$ cat src/nklp_ram.sv
`timescale 1ns / 1ps
module nklp_ram #(
   parameter int WIDTH = 8,
   parameter int DEPTH = 256
) (
   input  logic                     clock,
   input  logic                     wr_en,
   input  logic [$clog2(DEPTH)-1:0] wr_addr,
   input  logic [WIDTH-1:0]         wr_data,
   input  logic [$clog2(DEPTH)-1:0] rd_addr,
   output logic [WIDTH-1:0]         rd_data
);
   logic [WIDTH-1:0] mem [DEPTH];
   logic [WIDTH-1:0] rd_data_ff;

   always_ff @(posedge clock) begin
      if (wr_en) begin
         mem[wr_addr] <= wr_data;
      end
      rd_data_ff <= mem[rd_addr];
   end
   assign rd_data = rd_data_ff;
endmodule

$ cat config.mk
export PLATFORM = sky130hd
export DESIGN_NAME = nklp_ram
export DESIGN_NICKNAME = d
export VERILOG_FILES = /design/src/nklp_ram.sv
export SDC_FILE = /design/constraint.sdc
export NUM_CORES = 2
export LEC_CHECK = 0
export ABC_AREA = 1
export BUFFER_PORTS_ARGS = -buffer_cell sky130_fd_sc_hd__buf_2
export CAP_MARGIN = 40
export CORE_ASPECT_RATIO = 0.5
export CORE_UTILIZATION = 57
export CTS_CLUSTER_SIZE = 20
export DETAILED_ROUTE_END_ITERATION = 7
export PLACE_DENSITY = 0.76
export SLEW_MARGIN = 40
export SYNTH_ARGS = -nofsm -noshare
export SYNTH_HDL_FRONTEND = slang
export SYNTH_SLANG_ARGS = --single-unit
export TNS_END_PERCENT = 1
$ cat constraint.sdc
create_clock -name clock -period 1.69 [get_ports clock]
set_clock_uncertainty 0.05 [all_clocks]
set_input_delay 0.2535 -clock clock [delete_from_list [all_inputs] [get_ports clock]]
set_output_delay 0.2535 -clock clock [all_outputs]
set_load 0.05 [all_outputs]
==> flow_summary_export.csv <==
group,metric,value,unit
run_status,status,"finished, violations left",
run_status,violations,"setup timing",
clock_network,clk_pin_slew,0.06,ns
logic_synthesis,ys_seq_elements,2056,
clock_network,clock_latency,0.82,ns
die,die_w,543,µm
logic_synthesis,syn_area_per_cell,11.9,µm²
timing,setup_slack,-0.0378,ns
clock_network,numCtsBuffers,173,
finish,stdcell_count,9561,
clock_network,cts_buffer_depth,3,
finish,n_fill_cell,9566,
logic_synthesis,synth_nets,7029,
die,std_cell_rows,98,
place,dp_cells,9230,
setup_path,critPathBufInv,0,
timing,holdWs,0.113,ns
setup_path,cp.arrival,2.37,ns
setup_path,cpMostUsedCell,"nand3_1",
power,finalPower,103,mW
die,die_h,272,µm
route,vias,58700,
finish,mostFrequentLayoutCells,"nand2_1 (2108), edfxtp_1 (2048), nand3_1 (1912)",
setup_path,worstSetupPathType,"flip-flop to flip-flop",
setup_path,cp-end-kind,"flip-flop",
finish,drive_gt1_share,14.8,%
setup_path,crit_chain,"nand2_1, nand3_1, nand3_1, nand3_1, nand3_2, nand3_1, nand3_4, nand2_2, nand2_2, nand2_1",
grt,track_usage,31.5,%
route,route.detailed.drc,0,
clock_network,htreeDepth,4,
grt,antenna_found_initial,8,
route,drt-total-wl,234,mm
grt,grt_pass1_vias,56100,
timing,relSlewSlack,57.3,%
route,drt_pass1_iterations,8,
setup_path,crit_family,"simple AND/OR/NAND/NOR gates",
clock_network,tritoncts,"done",
finish,layout.nets,7491,
route,wl_per_cell,24.4,µm
timing,fin_tns_setup,-0.0378,ns
timing,tightest_slew,0.640,ns
timing,finalCritPeriodShare,102,%
setup_path,crit_path_start_kind,"flip-flop",
logic_synthesis,netlist_area,0.0834,mm²
die,ioPinCount,34,
logic_synthesis,synth_top_area_share,73.7,%
logic_synthesis,netlist_top_cells_area,"edfxtp_1 (74%), nand3_1 (12%), nand2_1 (9.6%)",
route,via_per_inst,6.14,
power,p_leak,35.1,nW
logic_synthesis,ys_seq_area_share,73.9,%
timing,slew_viol_final,0,
grt,grt_pass1_wl,346,mm
timing,hold_violations,0,
die,initial_core_util,57.9,%
finish,area_delta_synth_final,16.7,%
timing,finalSetupViolations,1,
setup_path,critPathMaxStageDelay,0.37,ns
clock_network,clock-sinks,2056,
route,drtAntennaViolNets,0,
route,drt_iter0_drc,9116,
die,die_area,0.148,mm²
place,place_congestion,0.976,
setup_path,critPathRequiredTime,2.33,ns
place,pre_cts_slack,-0.834,ns
min_path,hold_path_class,"input port to flip-flop",
logic_synthesis,synthCells,7003,
setup_path,critPathSlowestCell,"edfxtp_1",
timing,rsz0062_at_grt,"true",
logic_synthesis,yosysWarnings,0,
power,p_per_area,1050,mW/mm²
timing,max_freq,579,MHz
setup_path,cp_max_fo,1,
grt,grt_max_degree,94,
place,place.detailed.hpwl,146,mm
logic_synthesis,synth_cell_types,14,
clock_network,root_buffer,"clkbuf_16",
die,coreArea,0.144,mm²
grt,overflow,0,
logic_synthesis,synth_top_cell_by_area,"edfxtp_1",
timing,min_period,1.73,ns
place,portBuffers,33,
finish,final_common_cell,"nand2_1",
power,peakVddDrop,1.16,mV
run,max_cap_violations,0,
==> final cells by class <==
type	count	area, µm²	area share (%)
Sequential cell	2056	61700	63.4
Multi-Input combinational cell	4425	19900	20.4
Timing Repair Buffer	770	7870	8.08
Clock buffer	223	4570	4.69
Tap cell	1950	2440	2.51
Clock inverter	93	732	0.752
Inverter	39	180	0.185
Antenna cell	5	12.5	0.0129
==> tightest hold or removal path, stage by stage <==
cell     delay [ns]
buf_2          0.12
buf_4          0.25
nand3_1        0.13
nand2_1        0.06
nand2_1        0.06
nand2_1        0.05
==> registers in the layout, summed over array words and instances (netlist names) <==
signal	flops
rd_data	8
mem	2048
==> through the flow <==
step | utilization [%] | instance area, µm²
global route | 67.6 | 97300
CTS | 67.2 | 96800
finish | 67.6 | 97300
detailed placement | 63.2 | 91100
floorplan | - | 83400
global placement | 63.2 | 91100
==> cell usage after synthesis <==
master       n
buf_6       16
nor2_1     283
nand3_1   2019
clkbuf_1   112
nand2_1   2123
inv_1       36
dfxtp_1      8
edfxtp_1  2048
buf_8        1
buf_4       46
inv_2        2
buf_2      268
inv_4        1
buf_1       40
==> logic make-up (layout without fill, tap and decap cells) <==
group	Yosys count	in the layout	synth area share, %
buffers and inverters	522	1125	3.12
DFF	2056	2056	73.9
and+or+nand+nor	4425	4425	22.9
other	0	5	0
==> what timing repair did <==
item	CTS	global route
endpoints found under the hold margin	833	0
buffers inserted	0	0
endpoints found under the setup margin	16	8
gates cloned	0	1
hold buffers	9	0
gates resized for setup	86	96
pin swaps	1	8
==> final timing paths <==
kind / from / endpoint / slack [ns] / cells after the start
max: mem[129][4] / rd_data[4] / -0.04 / 10
min: rd_addr[6] / rd_data[2] / 0.11 / 6
max reg2reg: mem[129][4] / rd_data[4] / -0.04 / 10
min reg2reg: mem[8][3] / rd_data[3] / 0.96 / 10
==> report_power, final <==
part | switching, mW | leakage [nW] | total (mW) | internal [mW]
Combinational | 5.40 | 14.0 | 7.81 | 2.41
Sequential | 0.0840 | 18.5 | 56.2 | 56.2
Clock | 18.1 | 2.57 | 38.5 | 20.4
==> per-layer routing <==
layer | routed length, µm | vias to the layer above | GRT usage (%) | share of wire, %
li1 | - | 25800 | - | -
met1 | 85500 | 28200 | 44.0 | 37
met2 | 108000 | 4097 | 48.6 | 46
met3 | 31400 | 580 | 6.57 | 13
met4 | 9110 | 4 | 13.2 | 3.9
met5 | 21 | - | 0 | 0.0090
No activity file was read; power rests on OpenSTA's default activity.
