==> src/nklp_pkg.sv <==
`timescale 1ns / 1ps
package nklp_pkg;
   localparam int TABLE_SLOTS  = 512;
   localparam int MAX_ENTRIES  = 256;
   localparam int MAX_NAME_LEN = 32;
   localparam int SLOT_W  = $clog2(TABLE_SLOTS);
   localparam int ENTRY_W = $clog2(MAX_ENTRIES);
   localparam int POS_W   = $clog2(MAX_NAME_LEN);
   localparam int LEN_W   = $clog2(MAX_NAME_LEN + 1);
   localparam int STORE_W = ENTRY_W + POS_W;

   localparam logic [31:0] FNV_BASIS = 32'd2166136261;
   localparam logic [31:0] FNV_PRIME = 32'd16777619;

   localparam logic [2:0] ST_FOUND     = 3'd0;
   localparam logic [2:0] ST_NOT_FOUND = 3'd1;
   localparam logic [2:0] ST_INSERTED  = 3'd2;
   localparam logic [2:0] ST_DUPLICATE = 3'd3;
   localparam logic [2:0] ST_FULL      = 3'd4;
   localparam logic [2:0] ST_TOO_LONG  = 3'd5;

   // Name accumulator status handed to the probe sequencer.
   typedef struct packed {
      logic [31:0]      hash;
      logic [LEN_W-1:0] count;
      logic             overlong;
   } name_stat_type;
endpackage

==> src/nklp_name_acc.sv <==
`timescale 1ns / 1ps
// Lowercases taken chars, folds up to 32 of them into FNV-1a, one per cycle.
module nklp_name_acc (
   input  logic                        clock,
   input  logic                        reset,
   input  logic                        take,
   input  logic [7:0]                  char_in,
   input  logic                        clear,
   output logic [7:0]                  char_low,
   output logic                        wr_en,
   output logic [nklp_pkg::POS_W-1:0]  wr_pos,
   output nklp_pkg::name_stat_type     stat
);
   logic [31:0]                hash_ff, hash_in, mixed;
   logic [nklp_pkg::LEN_W-1:0] count_ff, count_in;
   logic                       over_ff, over_in;
   logic                       room;

   assign char_low = (char_in >= 8'h41 && char_in <= 8'h5A) ? char_in + 8'h20 : char_in;
   assign room     = count_ff < nklp_pkg::LEN_W'(nklp_pkg::MAX_NAME_LEN);
   assign wr_en    = take && room;
   assign wr_pos   = count_ff[nklp_pkg::POS_W-1:0];
   assign mixed    = hash_ff ^ {24'd0, char_low};

   always_comb begin
      hash_in  = hash_ff;
      count_in = count_ff;
      over_in  = over_ff;
      if (clear) begin
         hash_in  = nklp_pkg::FNV_BASIS;
         count_in = '0;
         over_in  = 1'b0;
      end else if (take) begin
         if (room) begin
            hash_in  = mixed * nklp_pkg::FNV_PRIME;
            count_in = count_ff + 1'b1;
         end else begin
            over_in = 1'b1;
         end
      end
   end

   always_ff @(posedge clock) begin
      if (reset) begin
         hash_ff  <= nklp_pkg::FNV_BASIS;
         count_ff <= '0;
         over_ff  <= 1'b0;
      end else begin
         hash_ff  <= hash_in;
         count_ff <= count_in;
         over_ff  <= over_in;
      end
   end

   assign stat.hash     = hash_ff;
   assign stat.count    = count_ff;
   assign stat.overlong = over_ff;

`ifndef NO_ASSERTIONS
   a_count_bound: assert property (@(posedge clock) disable iff (reset)
      count_ff <= nklp_pkg::LEN_W'(nklp_pkg::MAX_NAME_LEN))
      else $error("name count beyond bound");
   a_over_full: assert property (@(posedge clock) disable iff (reset)
      over_ff |-> count_ff == nklp_pkg::LEN_W'(nklp_pkg::MAX_NAME_LEN))
      else $error("overlong without full buffer");
   a_clear: assert property (@(posedge clock) disable iff (reset)
      clear |=> count_ff == '0 && !over_ff)
      else $error("clear did not reset name");
`endif
endmodule
==> config.mk <==
export PLATFORM = sky130hd
export DESIGN_NAME = nklp_name_acc
export DESIGN_NICKNAME = d
export VERILOG_FILES = /design/src/nklp_pkg.sv /design/src/nklp_name_acc.sv
export SDC_FILE = /design/constraint.sdc
export NUM_CORES = 1
export LEC_CHECK = 0
export ABC_CLOCK_PERIOD_IN_PS = 12700
export BUFFER_PORTS_ARGS = -buffer_cell sky130_fd_sc_hd__buf_4
export CORE_UTILIZATION = 49
export CTS_BUF_LIST = sky130_fd_sc_hd__clkbuf_8
export DETAILED_ROUTE_END_ITERATION = 7
export PLACE_DENSITY = 0.74
export SKIP_LAST_GASP = 1
export SYNTH_ARGS = -nofsm -noshare
export SYNTH_HDL_FRONTEND = slang
export SYNTH_SLANG_ARGS = --single-unit
==> constraint.sdc <==
create_clock -name clock -period 12.7 [get_ports clock]
set_input_delay 1.27 -clock clock [delete_from_list [all_inputs] [get_ports clock]]
set_output_delay 1.27 -clock clock [all_outputs]
set_load 0.1 [all_outputs]
==> reports/metrics.yaml <==
hold_path:
  hold_path_depth: 2
  min-delay-start: "over_ff$_SDFFE_PP0P_"
  worst_hold_path_type: "register to register"
global_routing:
  grt_max_degree: 45
  grt.overflow.total: 0
  grt_pass1_vias: 5617
  grt_use_total: 0.220
  antenna_found_initial: 0
  grt_pass1_wl_um: 27800
floorplan:
  core_area_sq_um: 14800
  start_util: 0.511
  die_y_um: 126
  chipWidth_um: 126
  ios: 65
  die_area_sq_um: 15900
  rows: 44
setup_path:
  crit_path_cell_trace: "buf_4 -> or4_1 -> o22a_1 -> nand2_1 -> o21a_1 -> xor2_1 -> ha_1 -> ha_1 -> fa_1 -> ha_1 -> fa_1 -> ha_1 -> inv_1 -> fa_1 -> inv_1 -> ha_1 -> and4_1 -> nand4_1 -> o22ai_1 -> nor4_1 -> nor2_1 -> a311oi_1 -> mux2i_1 -> nand2_1"
  worst-r2r-cell-count: 19
  critical_path_class: "input port to register"
  crit_top_cell: "ha_1"
  crit_start: "char_in[2]"
  cp_slowest_stage_delay_ns: 0.53
  cp_slowest_cell: "fa_1"
  arrival_ns: 7.58
  crit_fanout: 5
  timing.rr.start: "hash_ff[3]$_SDFFE_PP0P_"
  cp-start-kind: "input port"
  crit_required_ns: 12.88
  end_kind: "register"
synthesis:
  synth_fa_ha_area_frac: 0.506
  yosysTopAreaCell: "ha_1"
  postSynthAreaPerCell_sq_um: 8.84
  synth_cell_types: 58
  yosysSeqAreaShare: 0.103
  netlist_instances: 854
  yosysTopAreaCellShare: 0.310
  syn-cell-area_sq_um: 7550
  synthMuxAreaShare: 0.00133
  syn_nets: 1127
  synth_edf_count: 0
  synth_xor_area_frac: 0.0652
  synthFlopType: "dfxtp_1"
  synth_commonest_cells: "inv_1 (218), ha_1 (187), fa_1 (74), nand2_1 (52), a21oi_1 (46)"
  synth_top_family_by_area: "adder cells"
  async_flop_share: 0
  synth-simple-area-share: 0.0793
  synth_compound_area_frac: 0.0950
  yosysMostFrequentCell: "inv_1"
  yosysWarnings: 0
  synth_area_leaders: "ha_1 (31%), fa_1 (20%), inv_1 (11%)"
  ys_ff_latch: 39
detailed_routing:
  firstDrtPassIters: 5
  first_iter_violations: 254
  wl_met2_um: 8130
  routedWlPerCell_um: 15.5
  antenna_left: 0
  top_layer_used: "met4"
  met1_length_um: 7650
  routed_via_density: 5.26
  post-route-drc-count: 0
  dr_wl_met3_um: 569
  via_count: 5597
  routed_wl_um: 16600
finish:
  multi_input_area_sq_um: 5640
  n_antenna_cell: 0
  drive_above_1_share: 0.0965
  fin_nets: 1153
  final_area_sq_um: 8050
  fin_cells: 1065
  area_growth_pct: 6.63
  num-fill-cells: 1337
  register_area_sq_um: 781
timing:
  max_slew_margin: 0.390
  max_freq_mhz: 135
  rsz0062_at_grt: "no"
  hold_slack_ns: 0.489
  fin_crit_sh: 0.583
  fin_skew_ns: 0.0110
  worst_slew_pin_slew_ns: 0.915
  period_needed_ns: 7.40
  setup-violations-final: 0
  finalHoldViolCount: 0
  maxSlewViolCount: 0
  setup_tns_ns: 0
clock_tree:
  path_clk_slew_ns: 0.08
  cts_setup_buffers: 0
  root_buffer: "clkbuf_8"
  ctsResizeCount: 0
  postCtsHoldBufs: 0
  clk_latency_ns: 0.30
  clock-sinks: 39
  cts-buffers-inserted: 5
  clockBufferDepth: 2
  tritoncts: "built"
  htree_levels: 2
placed_design:
  place_area_sq_um: 7970
  place_hpwl_um: 13900
  place_inst: 1057
  gp_congestion: 0.890
  io_buffers: 64
run_status:
  outcome: "complete, no violations"
flow_run:
  maxCapViolCount: 0
metal layers:
layer,vias up,global-route usage
li1,2761,-
met1,2712,0.287
met2,108,0.393
met3,16,0.0263
met4,0,0.0376
met5,-,0
through the flow:
stage / worst slack, ns / utilization
floorplan: 5.02 / -
global placement: 5.19 / 0.540
detailed placement: 5.01 / 0.540
CTS: 5.32 / 0.545
global route: 4.99 / 0.545
finish: 5.30 / 0.545
final cells by class:
class | instances | area share
clock buffer | 5 | 0.00855
clock inverter | 3 | 0.00155
inverter | 218 | 0.102
multi-input combinational | 550 | 0.701
sequential | 39 | 0.0970
tap | 184 | 0.0286
timing repair buffer | 66 | 0.0616
placed cells by master (no fill, tap or decap), drive strengths merged, types with 2 or more instances in the layout:
cell,n
nor4,3
nand3b,2
o21bai,5
nand2b,4
o21a,5
a2111oi,2
or2,3
a31oi,2
o31ai,2
buf,66
a21oi,47
o211ai,10
nand4,3
and3,5
a21o,4
fa,74
nand2,52
or3,4
a31o,2
nand3,13
a22o,3
o21ai,16
a211oi,2
inv,220
nor3b,3
xnor2,26
and2,2
nor3,5
nor2,23
dfxtp,39
ha,187
xor2,25
or4,2
clkbuf,5
kinds of logic after synthesis:
logic type	count (synthesis)
buffers and inverters	265
adder cells (fa/ha/maj)	261
AND/OR/NAND/NOR	126
AO/OA/AOI/OAI	111
XOR/XNOR	51
flip-flops	39
multiplexers	1
state kept, by name, indices dropped and copies added, names as in the netlist:
register / count
count_ff: 6
hash_ff: 32
over_ff: 1
critical path: cells and delay by family:
kind            cells  cell delay (ns)
fa+ha+maj           8             3.02
simple gates        7             1.62
compound gates      4             0.87
xor+xnor            1             0.37
mux                 1             0.22
buf+inv             3             0.22
final timing paths:
check	endpoint	slack, ns
setup reg to reg	hash_ff[30]$_SDFFE_PP0P_	6.69
setup / recovery	hash_ff[31]$_SDFFE_PP1P_	5.30
hold reg to reg	over_ff$_SDFFE_PP0P_	0.49
hold / removal	over_ff$_SDFFE_PP0P_	0.49
Power is left out: the tool's default activity adds up to more than one toggle a clock period on the data nets, which glitch-free logic cannot reach.
